$ cat src/sv/srs_pkg.sv
package srs_pkg;

  localparam int unsigned QDepth = 4;

  localparam logic [1:0] CfgWidthMode = 2'd0;
  localparam logic [1:0] CfgColorMode = 2'd1;

  typedef struct packed {
    logic [15:0] pixel;
    logic        twice;
    logic        done_first;
    logic        done_second;
  } srs_entry_t;

endpackage

$ cat src/sv/scanline_pixel_rescaler.sv
// Horizontal nearest-neighbour rescaler: one source pixel in, zero to two
// RGB565 pixels out, building a line of OutWidth output pixels.
// Input side: present word15_i, red_i, green_i, blue_i and line_end_i with
// push high; the item is taken at a clock edge where full is low.
// Result side: pixel_o and line_done_o show the oldest result while empty
// is low; pop takes it at a clock edge where empty is low.
// Configuration: cfg_we_i with cfg_addr_i 0 writes the width mode, 1 the
// colour mode; write only while no item is in flight.
// Results pass through the queue and then the output register before they
// show on the ports. Throughput: one item per cycle on the input while full
// is low; the result register delivers one result per cycle while the
// receiver pops, so a doubled pixel occupies it twice, absorbed by the
// four-entry queue between classifier and output stage.
// Receiver stall: results wait in the output register and the queue; once
// the queue fills, full rises and input stops.
// Reset: width mode 320, colour mode 15-bit, counters cleared but the
// mod-18 phase preset to 14, queue and output empty.
module scanline_pixel_rescaler #(
  parameter int unsigned OutWidth = 320
) (
  input  logic        clk_i,
  input  logic        rst_ni,
  input  logic        cfg_we_i,
  input  logic [1:0]  cfg_addr_i,
  input  logic [2:0]  cfg_wdata_i,
  input  logic        push,
  output logic        full,
  input  logic [15:0] word15_i,
  input  logic [7:0]  red_i,
  input  logic [7:0]  green_i,
  input  logic [7:0]  blue_i,
  input  logic        line_end_i,
  output logic        empty,
  input  logic        pop,
  output logic [15:0] pixel_o,
  output logic        line_done_o
);

  logic                q_wr;
  logic                q_rd;
  logic                q_full;
  logic                q_empty;
  srs_pkg::srs_entry_t wr_entry;
  srs_pkg::srs_entry_t rd_entry;

  assign full = q_full;

  srs_front #(
    .OutWidth(OutWidth)
  ) u_front (
    .clk_i      (clk_i),
    .rst_ni     (rst_ni),
    .cfg_we_i   (cfg_we_i),
    .cfg_addr_i (cfg_addr_i),
    .cfg_wdata_i(cfg_wdata_i),
    .push_i     (push),
    .q_full_i   (q_full),
    .word15_i   (word15_i),
    .red_i      (red_i),
    .green_i    (green_i),
    .blue_i     (blue_i),
    .line_end_i (line_end_i),
    .q_wr_o     (q_wr),
    .q_entry_o  (wr_entry)
  );

  srs_queue u_queue (
    .clk_i     (clk_i),
    .rst_ni    (rst_ni),
    .wr_i      (q_wr),
    .wr_entry_i(wr_entry),
    .rd_i      (q_rd),
    .rd_entry_o(rd_entry),
    .full_o    (q_full),
    .empty_o   (q_empty)
  );

  srs_back u_back (
    .clk_i      (clk_i),
    .rst_ni     (rst_ni),
    .q_entry_i  (rd_entry),
    .q_empty_i  (q_empty),
    .q_rd_o     (q_rd),
    .pop_i      (pop),
    .empty_o    (empty),
    .pixel_o    (pixel_o),
    .line_done_o(line_done_o)
  );

endmodule

$ cat src/sv/srs_front.sv
module srs_front #(
  parameter int unsigned OutWidth = 320
) (
  input  logic               clk_i,
  input  logic               rst_ni,
  input  logic               cfg_we_i,
  input  logic [1:0]         cfg_addr_i,
  input  logic [2:0]         cfg_wdata_i,
  input  logic               push_i,
  input  logic               q_full_i,
  input  logic [15:0]        word15_i,
  input  logic [7:0]         red_i,
  input  logic [7:0]         green_i,
  input  logic [7:0]         blue_i,
  input  logic               line_end_i,
  output logic               q_wr_o,
  output srs_pkg::srs_entry_t q_entry_o
);

  localparam int unsigned OcW = $clog2(OutWidth + 1);
  localparam int unsigned LeadSkip = 4;
  localparam logic [4:0] Mod18Init = 5'(18 - LeadSkip);
  localparam logic [9:0] PosMax = 10'd1023;

  typedef enum logic [2:0] {
    W256 = 3'd0,
    W320 = 3'd1,
    W368 = 3'd2,
    W384 = 3'd3,
    W512 = 3'd4,
    W640 = 3'd5
  } width_mode_e;

  logic [2:0]     width_mode_q;
  logic           color_mode_q;
  logic [9:0]     pos_q, pos_d;
  logic [3:0]     mod12_q, mod12_d;
  logic [4:0]     mod18_q, mod18_d;
  logic [OcW-1:0] oc_q, oc_d;

  logic           accept;
  logic [1:0]     copies;
  logic           emit_any;
  logic           emit_two;
  logic [15:0]    colour;

  assign accept = push_i && !q_full_i;

  always_comb begin
    if (color_mode_q) begin
      colour = {red_i[7:3], green_i[7:2], blue_i[7:3]};
    end else begin
      colour = {word15_i[4:0], word15_i[9:5], 1'b0, word15_i[14:10]};
    end
  end

  always_comb begin
    copies = 2'd0;
    case (width_mode_e'(width_mode_q))
      W256: copies = (pos_q[2:0] inside {3'd1, 3'd5}) ? 2'd2 : 2'd1;
      W320: copies = 2'd1;
      W368: begin
        if (pos_q < 10'(LeadSkip)) begin
          copies = 2'd0;
        end else begin
          copies = (mod18_q inside {5'd8, 5'd17}) ? 2'd0 : 2'd1;
        end
      end
      W384: copies = (mod12_q inside {4'd5, 4'd11}) ? 2'd0 : 2'd1;
      W512: copies = (pos_q[2:0] inside {3'd0, 3'd1, 3'd3, 3'd4, 3'd6}) ? 2'd1 : 2'd0;
      W640: copies = pos_q[0] ? 2'd0 : 2'd1;
      default: copies = 2'd0;
    endcase
  end

  assign emit_any = (copies != 2'd0) && (oc_q < OcW'(OutWidth));
  assign emit_two = (copies == 2'd2) && (oc_q < OcW'(OutWidth - 1));

  assign q_wr_o                = accept && emit_any;
  assign q_entry_o.pixel       = colour;
  assign q_entry_o.twice       = emit_two;
  assign q_entry_o.done_first  = (oc_q == OcW'(OutWidth - 1));
  assign q_entry_o.done_second = (oc_q == OcW'(OutWidth - 2));

  always_comb begin
    pos_d   = pos_q;
    mod12_d = mod12_q;
    mod18_d = mod18_q;
    oc_d    = oc_q;
    if (accept) begin
      if (line_end_i) begin
        pos_d   = '0;
        mod12_d = '0;
        mod18_d = Mod18Init;
        oc_d    = '0;
      end else begin
        if (pos_q != PosMax) begin
          pos_d   = pos_q + 10'd1;
          mod12_d = (mod12_q == 4'd11) ? 4'd0 : mod12_q + 4'd1;
          mod18_d = (mod18_q == 5'd17) ? 5'd0 : mod18_q + 5'd1;
        end
        if (emit_two) begin
          oc_d = oc_q + OcW'(2);
        end else if (emit_any) begin
          oc_d = oc_q + OcW'(1);
        end
      end
    end
  end

  always_ff @(posedge clk_i or negedge rst_ni) begin
    if (!rst_ni) begin
      width_mode_q <= 3'(W320);
      color_mode_q <= 1'b0;
      pos_q        <= '0;
      mod12_q      <= '0;
      mod18_q      <= Mod18Init;
      oc_q         <= '0;
    end else begin
      if (cfg_we_i && (cfg_addr_i == srs_pkg::CfgWidthMode)) begin
        width_mode_q <= cfg_wdata_i;
      end
      if (cfg_we_i && (cfg_addr_i == srs_pkg::CfgColorMode)) begin
        color_mode_q <= cfg_wdata_i[0];
      end
      pos_q   <= pos_d;
      mod12_q <= mod12_d;
      mod18_q <= mod18_d;
      oc_q    <= oc_d;
    end
  end

  a_oc_bound : assert property (@(posedge clk_i) disable iff (!rst_ni)
    oc_q <= OcW'(OutWidth))
    else $error("output count beyond line width");

  a_line_restart : assert property (@(posedge clk_i) disable iff (!rst_ni)
    (accept && line_end_i) |=> (pos_q == '0) && (oc_q == '0))
    else $error("counters not restarted after line end");

endmodule

$ cat src/sv/srs_queue.sv
module srs_queue (
  input  logic                clk_i,
  input  logic                rst_ni,
  input  logic                wr_i,
  input  srs_pkg::srs_entry_t wr_entry_i,
  input  logic                rd_i,
  output srs_pkg::srs_entry_t rd_entry_o,
  output logic                full_o,
  output logic                empty_o
);

  localparam int unsigned Depth = srs_pkg::QDepth;
  localparam int unsigned PtrW  = $clog2(Depth);
  localparam int unsigned CntW  = $clog2(Depth + 1);

  srs_pkg::srs_entry_t mem_q [Depth];
  logic [PtrW-1:0] wptr_q, wptr_d;
  logic [PtrW-1:0] rptr_q, rptr_d;
  logic [CntW-1:0] cnt_q, cnt_d;
  logic            do_wr;
  logic            do_rd;

  assign full_o     = (cnt_q == CntW'(Depth));
  assign empty_o    = (cnt_q == '0);
  assign do_wr      = wr_i && !full_o;
  assign do_rd      = rd_i && !empty_o;
  assign rd_entry_o = mem_q[rptr_q];

  always_comb begin
    wptr_d = wptr_q;
    rptr_d = rptr_q;
    cnt_d  = cnt_q;
    if (do_wr) begin
      wptr_d = (wptr_q == PtrW'(Depth - 1)) ? '0 : wptr_q + PtrW'(1);
    end
    if (do_rd) begin
      rptr_d = (rptr_q == PtrW'(Depth - 1)) ? '0 : rptr_q + PtrW'(1);
    end
    if (do_wr && !do_rd) begin
      cnt_d = cnt_q + CntW'(1);
    end else if (do_rd && !do_wr) begin
      cnt_d = cnt_q - CntW'(1);
    end
  end

  always_ff @(posedge clk_i or negedge rst_ni) begin
    if (!rst_ni) begin
      wptr_q <= '0;
      rptr_q <= '0;
      cnt_q  <= '0;
    end else begin
      wptr_q <= wptr_d;
      rptr_q <= rptr_d;
      cnt_q  <= cnt_d;
    end
  end

  always_ff @(posedge clk_i) begin
    if (do_wr) begin
      mem_q[wptr_q] <= wr_entry_i;
    end
  end

  a_cnt_bound : assert property (@(posedge clk_i) disable iff (!rst_ni)
    cnt_q <= CntW'(Depth))
    else $error("queue count beyond depth");

  a_cnt_grow : assert property (@(posedge clk_i) disable iff (!rst_ni)
    (do_wr && !do_rd) |=> (cnt_q == $past(cnt_q) + CntW'(1)))
    else $error("queue count did not grow on write");

endmodule

$ cat src/sv/srs_back.sv
module srs_back (
  input  logic                clk_i,
  input  logic                rst_ni,
  input  srs_pkg::srs_entry_t q_entry_i,
  input  logic                q_empty_i,
  output logic                q_rd_o,
  input  logic                pop_i,
  output logic                empty_o,
  output logic [15:0]         pixel_o,
  output logic                line_done_o
);

  logic        valid_q, valid_d;
  logic        done_q, done_d;
  logic        sec_pending_q, sec_pending_d;
  logic        sec_done_q, sec_done_d;
  logic [15:0] pixel_q;
  logic        load;
  logic        take_new;

  assign load     = !valid_q || pop_i;
  assign take_new = load && !sec_pending_q && !q_empty_i;
  assign q_rd_o   = take_new;

  assign empty_o     = !valid_q;
  assign pixel_o     = pixel_q;
  assign line_done_o = done_q;

  always_comb begin
    valid_d       = valid_q;
    done_d        = done_q;
    sec_pending_d = sec_pending_q;
    sec_done_d    = sec_done_q;
    if (load) begin
      if (sec_pending_q) begin
        valid_d       = 1'b1;
        done_d        = sec_done_q;
        sec_pending_d = 1'b0;
      end else if (!q_empty_i) begin
        valid_d       = 1'b1;
        done_d        = q_entry_i.done_first;
        sec_pending_d = q_entry_i.twice;
        sec_done_d    = q_entry_i.done_second;
      end else begin
        valid_d = 1'b0;
      end
    end
  end

  always_ff @(posedge clk_i or negedge rst_ni) begin
    if (!rst_ni) begin
      valid_q       <= 1'b0;
      done_q        <= 1'b0;
      sec_pending_q <= 1'b0;
      sec_done_q    <= 1'b0;
    end else begin
      valid_q       <= valid_d;
      done_q        <= done_d;
      sec_pending_q <= sec_pending_d;
      sec_done_q    <= sec_done_d;
    end
  end

  always_ff @(posedge clk_i) begin
    if (take_new) begin
      pixel_q <= q_entry_i.pixel;
    end
  end

  a_sec_needs_first : assert property (@(posedge clk_i) disable iff (!rst_ni)
    sec_pending_q |-> valid_q)
    else $error("second copy pending without a first copy shown");

  a_sec_no_read : assert property (@(posedge clk_i) disable iff (!rst_ni)
    sec_pending_q |-> !q_rd_o)
    else $error("queue read while a second copy is pending");

endmodule

$ cat config.mk
export PLATFORM = sky130hd
export DESIGN_NAME = scanline_pixel_rescaler
export DESIGN_NICKNAME = d
export VERILOG_FILES = /design/src/sv/srs_pkg.sv /design/src/sv/scanline_pixel_rescaler.sv /design/src/sv/srs_front.sv /design/src/sv/srs_queue.sv /design/src/sv/srs_back.sv
export SDC_FILE = /design/constraint.sdc
export NUM_CORES = 1
export LEC_CHECK = 0
export BUFFER_PORTS_ARGS = -buffer_cell sky130_fd_sc_hd__buf_2
export CAP_MARGIN = 20
export CORE_MARGIN = 2
export CORE_UTILIZATION = 25
export CTS_BUF_LIST = sky130_fd_sc_hd__clkbuf_4
export CTS_CLUSTER_DIAMETER = 100
export DETAILED_ROUTE_END_ITERATION = 6
export HOLD_SLACK_MARGIN = 0.08
export SLEW_MARGIN = 20
export SYNTH_ARGS = -nofsm -noshare
export SYNTH_HDL_FRONTEND = slang
export SYNTH_HIERARCHICAL = 1
export SYNTH_SLANG_ARGS = --single-unit
$ cat constraint.sdc
create_clock -name clk_i -period 3.8 [get_ports clk_i]
set_input_delay 0.38 -clock clk_i [delete_from_list [all_inputs] [get_ports clk_i]]
set_output_delay 0.38 -clock clk_i [all_outputs]
set_load 0.1 [all_outputs]
### Word-level counts from Yosys, hierarchy flattened

Memories as Yosys holds them, arrays and structs flattened.
Index checks and enable logic that the tools add are counted.

* flip-flop bits (word level): 59
* bits in writable memories: 76
* input bits: 51
* word-level logic and storage cells: 118
* memories: 1

* add/sub/neg operators: 9
* magnitude comparators: 3
* eq/ne operators: 23
* mux-type cells: 31
* bitwise logic cells: 2
* reductions and logical operators: 35

Memories
* u_queue.mem_q: depth 4, width 19, read ports 1, clocked after memory_dff 0, wr ports 1, line srs_queue.sv:16 `srs_pkg::srs_entry_t mem_q [Depth];`

Operators with widths (number)
* two-way mux 9 bit: 3
* two-way mux 10 bit: 2
* equality test 3 bit, second input constant: 6
* equality test 9 bit, second input constant: 2
* less-than comparator 9 bit, second input constant: 2
* two-way mux 16 bit: 1
* two-way mux 5 bit: 3
* logical AND 1 bit: 12
* two-way mux 1 bit: 12
* two-way mux 4 bit: 3
* one-hot mux 2 bit (6 select lines): 1
* nonzero test 2 bit: 6
* adder 10 x 1 -> 10 bit, second input constant: 1
* less-than comparator 10 x 3 -> 1 bit, second input constant: 1
* inequality test 10 bit, second input constant: 1
* adder 9 x 1 -> 9 bit, second input constant: 1
* adder 9 x 2 -> 9 bit, second input constant: 1
* equality test 3 x 2 -> 1 bit, second input constant: 3
* zero test 3 bit: 3
* two-way mux 2 bit: 4
* equality test 2 bit, second input constant: 3
* equality test 3 x 1 -> 1 bit, second input constant: 2
* zero test 1 bit: 6
* two-way mux 3 bit: 2
* 18 further kinds: 22

### Depth between registers and ports, before layout

* word-level depth: 13
* gate-level depth with buffers: 15

### Hierarchy

Netlist, hierarchy kept.

By module, submodules not included
* srs_queue: times used 1, cells an instance 136, area each 3190.6 sq um, seq. area each 2457.4 sq um
* srs_front: times used 1, cells an instance 236, area each 2152.1 sq um, seq. area each 805.8 sq um
* srs_back: times used 1, cells an instance 33, area each 685.7 sq um, seq. area each 580.6 sq um

### Worst setup path after synthesis

OpenSTA, ideal clock, no wires.

* kind: reg2reg
* start point: register u_queue.cnt_q[0]
* end point: register u_queue.cnt_q[1]
* setup time: 0.128 ns
* arrival: 2.958 ns
* path slack: 0.714 ns
* cell stages (with the launch flop): 9
* path buffers: 0
* path through: dfrtp_1 nor3b_4 nand2b_1 nor3_1 nor2b_4 ha_1 inv_1 fa_1 mux2_1

* elaborated cells between the ends (all ways): 18

RTL lines
* from (decl): line srs_queue.sv:19 `logic [CntW-1:0] cnt_q, cnt_d;`
* from (signal assigned): line srs_queue.sv:54 `cnt_q <= cnt_d;`
* equality test 3 bit: line srs_queue.sv:23 `assign full_o = (cnt_q == CntW'(Depth));`
* net full: line scanline_pixel_rescaler.sv:27 `output logic full,`
* zero test 1 bit: line srs_front.sv:47 `assign accept = push_i && !q_full_i;`
* logical AND 1 bit: line srs_front.sv:47
* logical AND 1 bit: line srs_front.sv:79 `assign q_wr_o = accept && emit_any;`
* net q_wr: line scanline_pixel_rescaler.sv:39 `logic q_wr;`
* logical AND 1 bit: line srs_queue.sv:25 `assign do_wr = wr_i && !full_o;`
* net u_queue.do_wr: line srs_queue.sv:20 `logic do_wr;`
* logical AND 1 bit: line srs_queue.sv:39 `if (do_wr && !do_rd) begin`
* two-way mux 3 bit: line srs_queue.sv:39
* net u_queue.cnt_d[1]: line srs_queue.sv:19

The timed path passes the listed nets, and every way through them passes these cells. The select of a mux whose other input is x is not followed.
A chain may end at the register's enable or synchronous reset.

### Final worst setup path

* start point: register u_front.mod18_q[1]
* end point: register u_queue.cnt_q[2]

* word-level cells in the longest chain between the ends: 12
* elaborated cells between the ends (all ways): 15

RTL lines
* from (decl): line srs_front.sv:38 `logic [4:0] mod18_q, mod18_d;`
* from (signal assigned): line srs_front.sv:117 `mod18_q <= Mod18Init;`
* from (signal assigned): line srs_front.sv:128 `mod18_q <= mod18_d;`
* equality test 5 x 4 -> 1 bit / equality test 5 bit (equally long branches): line srs_front.sv:66 `copies = (mod18_q inside {5'd8, 5'd17}) ? 2'd0 : 2'd1;`
* nonzero test 2 bit (*): line srs_front.sv:66
* two-way mux 1 bit (*): line srs_front.sv:66
* two-way mux 2 bit (*): line srs_front.sv:63 `if (pos_q < 10'(LeadSkip)) begin`
* one-hot mux 2 bit (6 select lines) (*): line srs_front.sv:59 `case (width_mode_e'(width_mode_q))`
* nonzero test 2 bit (*): line srs_front.sv:76 `assign emit_any = (copies != 2'd0) && (oc_q < OcW'(OutWidth));`
* logical AND 1 bit (*): line srs_front.sv:76
* logical AND 1 bit (*): line srs_front.sv:79
* net q_wr: line scanline_pixel_rescaler.sv:39
* logical AND 1 bit (*): line srs_queue.sv:25
* net u_queue.do_wr: line srs_queue.sv:20
* zero test 1 bit: line srs_queue.sv:41 `end else if (do_rd && !do_wr) begin`
* logical AND 1 bit: line srs_queue.sv:41
* nonzero test 2 bit (no line)

Mark *: on every way through the listed nets, which the timed path passes. The rest lies on a longest branch.

==> reports/metrics.cfg <==
[outcome]
outcome=completed

[synth]
synth_edf_count=92
synth_nets=474
ys_types=57
syn_avg_cell_area_um2=14.9
async_reset_ff_frac=0.319
syn_area_um2=6030
netlist_instances=405
synth-seq-cells=135
yosysWarnings=6
ys_seq_area_frac=0.638
synth-main-ff-cell=edfxtp_1

[global_route]
track_usage=0.0949
grt-ovfl-total=0
first_global_vias=3838
grt_max_degree=44
antenna_found_initial=1
grt_pass1_wl_mm=19.1

[power]
vdd_drop_max_uv=401
switchingPower_mw=2.07
p_int_mw=3.20
powerDensity_nw_per_um2=742
p_seq_frac=0.442
p_comb_frac=0.360
clkPwrFrac=0.198
leakagePower_nw=2.63
switching_share=0.393

[placed_design]
port_buffers=60
place_congestion=0.740
dp_slack_ns=0.577
hpwlAfterDp_mm=7.68
dp_cells=779

[floorplanning]
num_io_pins=70
core_um2=23500
fp.dieW_um=159
num_rows=56
initial_core_util=0.256
die_area_um2=25400
die_y_um=159

[setup_path]
cp.required_ns=4.24
r2r_cells=15
rrSetupSlack_ns=0.59
cp.arrival_ns=3.65
r2r-end=u_queue/cnt_q[2]
critPathLaunchType=register
crit_fanout=6
critPathKind=reg2reg
r2r-start=u_front/mod18_q[1]
critPathCaptureType=register

[clock_network]
h-tree-depth=4
cts_sinks=135
numCtsBuffers=17
ctsHoldBuffers=4
tritoncts=done
cts_resized=0
clkTransAtPathRegs_ns=0.11
postCtsSetupBuffers=0
cts_root_buf=clkbuf_4
cts_max_path_buffers=2
clk-insertion-delay-late_ns=0.52

[detailed_routing]
vias_per_cell=4.45
routed_wl_mm=11.8
dr.pass1.iters=4
drtIter0Drc=144
drcViolationCount=0
wl_per_cell_um=14.5
detail-route-antenna-nets=0
vias=3627

[sta]
fmax_mhz=312
skew_ns=0.0144
rsz0062_at_grt=no
fin_crit_sh=0.844
max_slew_margin=0.348
hold_violations=0
final.min_clock_period_ns=3.21
tns_ns=0
report.final.slew_viol_count=0
worst_pin_slew_ns=0.978
finalSetupViolations=0
worst_slack_ns=0.594

[finish]
drive_above_1_share=0.311
areaGrowthSynthToFinish_pct=17.8
nets=553
utilization=0.302
fin_cells=815

[flow_run]
maxCapViolations=0

[worst_hold_path]
hold_depth=4
hold_start=cfg_addr_i[1]
hold_end=u_front/width_mode_q[1]
hold_class=in2reg

[final cells by class]
| cell class | instances | area, um2 |
|---|---|---|
| Clock inverter | 12 | 176 |
| Timing Repair Buffer | 72 | 410 |
| Multi-Input combinational cell | 242 | 2070 |
| Sequential cell | 135 | 3840 |
| Inverter | 16 | 60.1 |
| Clock buffer | 18 | 135 |
| Tap cell | 319 | 399 |
| Fill cell | 2366 | 16400 |
| Antenna cell | 1 | 2.50 |
[cell usage after synthesis, types with 4 or more instances]
master,number,area (um2)
a21oi_1,13,65.1
and2_1,7,43.8
clkbuf_1,5,18.8
dfrtp_1,39,976
dfstp_2,4,105
edfxtp_1,92,2760
ha_1,17,213
inv_1,14,52.6
mux2_2,18,203
mux4_2,19,428
nand2_1,28,105
nand3_1,9,45.0
nor2_1,18,67.6
nor3_1,9,45.0
nor4_1,6,37.5
o21ai_0,20,100
o31ai_1,11,82.6
or3_1,4,25.0
or4_1,4,30.0
xnor2_1,5,43.8
[worst max path at each step]
stage / start / end
final: u_front/mod18_q[1] / u_queue/cnt_q[2]
after global routing: u_front/mod18_q[1] / u_queue/cnt_q[2]
after CTS: u_front/mod18_q[1] / u_queue/cnt_q[2]
after detailed placement: u_front/mod18_q[1] / u_queue/cnt_q[2]
after global placement: u_front/mod18_q[1] / u_queue/cnt_q[2]
after floorplan: u_queue/cnt_q[0] / u_queue/cnt_q[1]
[critical path, cell delays in order (launching register included)]
cell	delay, ns
dfstp_2	0.57
inv_1	0.07
ha_1	0.17
nor4bb_1	0.13
nor4_1	0.23
a32o_1	0.21
o21bai_1	0.07
o21a_1	0.11
nor3_1	0.21
nor2b_4	0.29
ha_1	0.21
inv_1	0.06
fa_1	0.37
xor2_1	0.15
nor2_1	0.12
xor2_1	0.16
[flip-flops by register name (all words and copies together), names as in the netlist]
| register | cells |
|---|---|
| u_back/sec_done_q | 1 |
| u_queue/rptr_q | 2 |
| u_queue/cnt_q | 3 |
| u_back/pixel_o | 16 |
| u_front/oc_q | 9 |
| u_front/width_mode_q | 3 |
| u_back/valid_q | 1 |
| u_front/pos_q | 10 |
| u_queue/wptr_q | 2 |
| u_front/mod18_q | 5 |
| u_front/color_mode_q | 1 |
| u_front/mod12_q | 4 |
| u_back/line_done_o | 1 |
| u_back/sec_pending_q | 1 |
| u_queue/mem_q | 76 |
[power groups by stage]
| stage | sequential (mW) | clock [mW] | combinational [mW] |
|---|---|---|---|
| 2_1_floorplan | 2.81 | 0 | 1.01 |
| 4_1_cts | 2.34 | 1.08 | 1.91 |
| 5_1_grt | 2.39 | 1.13 | 2.05 |
| 3_3_place_gp | 2.34 | 0 | 1.84 |
| 3_5_place_dp | 2.37 | 0 | 1.90 |
| 6_report | 2.33 | 1.04 | 1.90 |
[logic make-up after synthesis]
kind of cell / after synthesis / synth area share
AOI/OAI and AO/OA: 62 / 0.0681
buffers and inverters: 28 / 0.0199
muxes: 45 / 0.121
adders and majority gates: 18 / 0.0386
xor gates and xnor gates: 7 / 0.0102
and+or+nand+nor: 110 / 0.105
DFF: 135 / 0.638
[metrics by stage]
step | power [mW] | area, um2 | hold WS, ns
after floorplan | 3.83 | 6030 | 0.0844
after global placement | 4.18 | 6730 | 0.494
after detailed placement | 4.27 | 6730 | 0.500
after CTS | 5.33 | 7080 | 0.157
after global routing | 5.57 | 7100 | 0.162
final | 5.27 | 7100 | 0.206
[routing by layer]
| layer | vias to the layer above | track usage | share of wire |
|---|---|---|---|
| met5 | - | 0 | 0 |
| met4 | 0 | 0.0318 | 0.0096 |
| met3 | 13 | 0.0263 | 0.041 |
| met2 | 89 | 0.170 | 0.51 |
| met1 | 1811 | 0.109 | 0.44 |
| li1 | 1714 | - | - |
[placed cells by master, fill, tap and decap left out, drive strengths merged, types with 3 or more instances in the layout]
cell type / instances
a21oi: 14
a31oi: 3
and2: 7
and4: 3
buf: 68
bufinv: 4
clkbuf: 18
clkinv: 4
clkinvlp: 4
dfrtp: 39
dfstp: 4
dlygate4sd3: 4
edfxtp: 92
ha: 17
inv: 16
mux2: 23
mux2i: 3
mux4: 19
nand2: 28
nand2b: 4
nand3: 9
nand3b: 3
nor2: 18
nor2b: 4
nor3: 10
nor3b: 3
nor4: 6
o21ai: 20
o31ai: 12
or3: 4
or4: 4
xnor2: 5
Note: power is estimated with default switching activity, not from simulation.
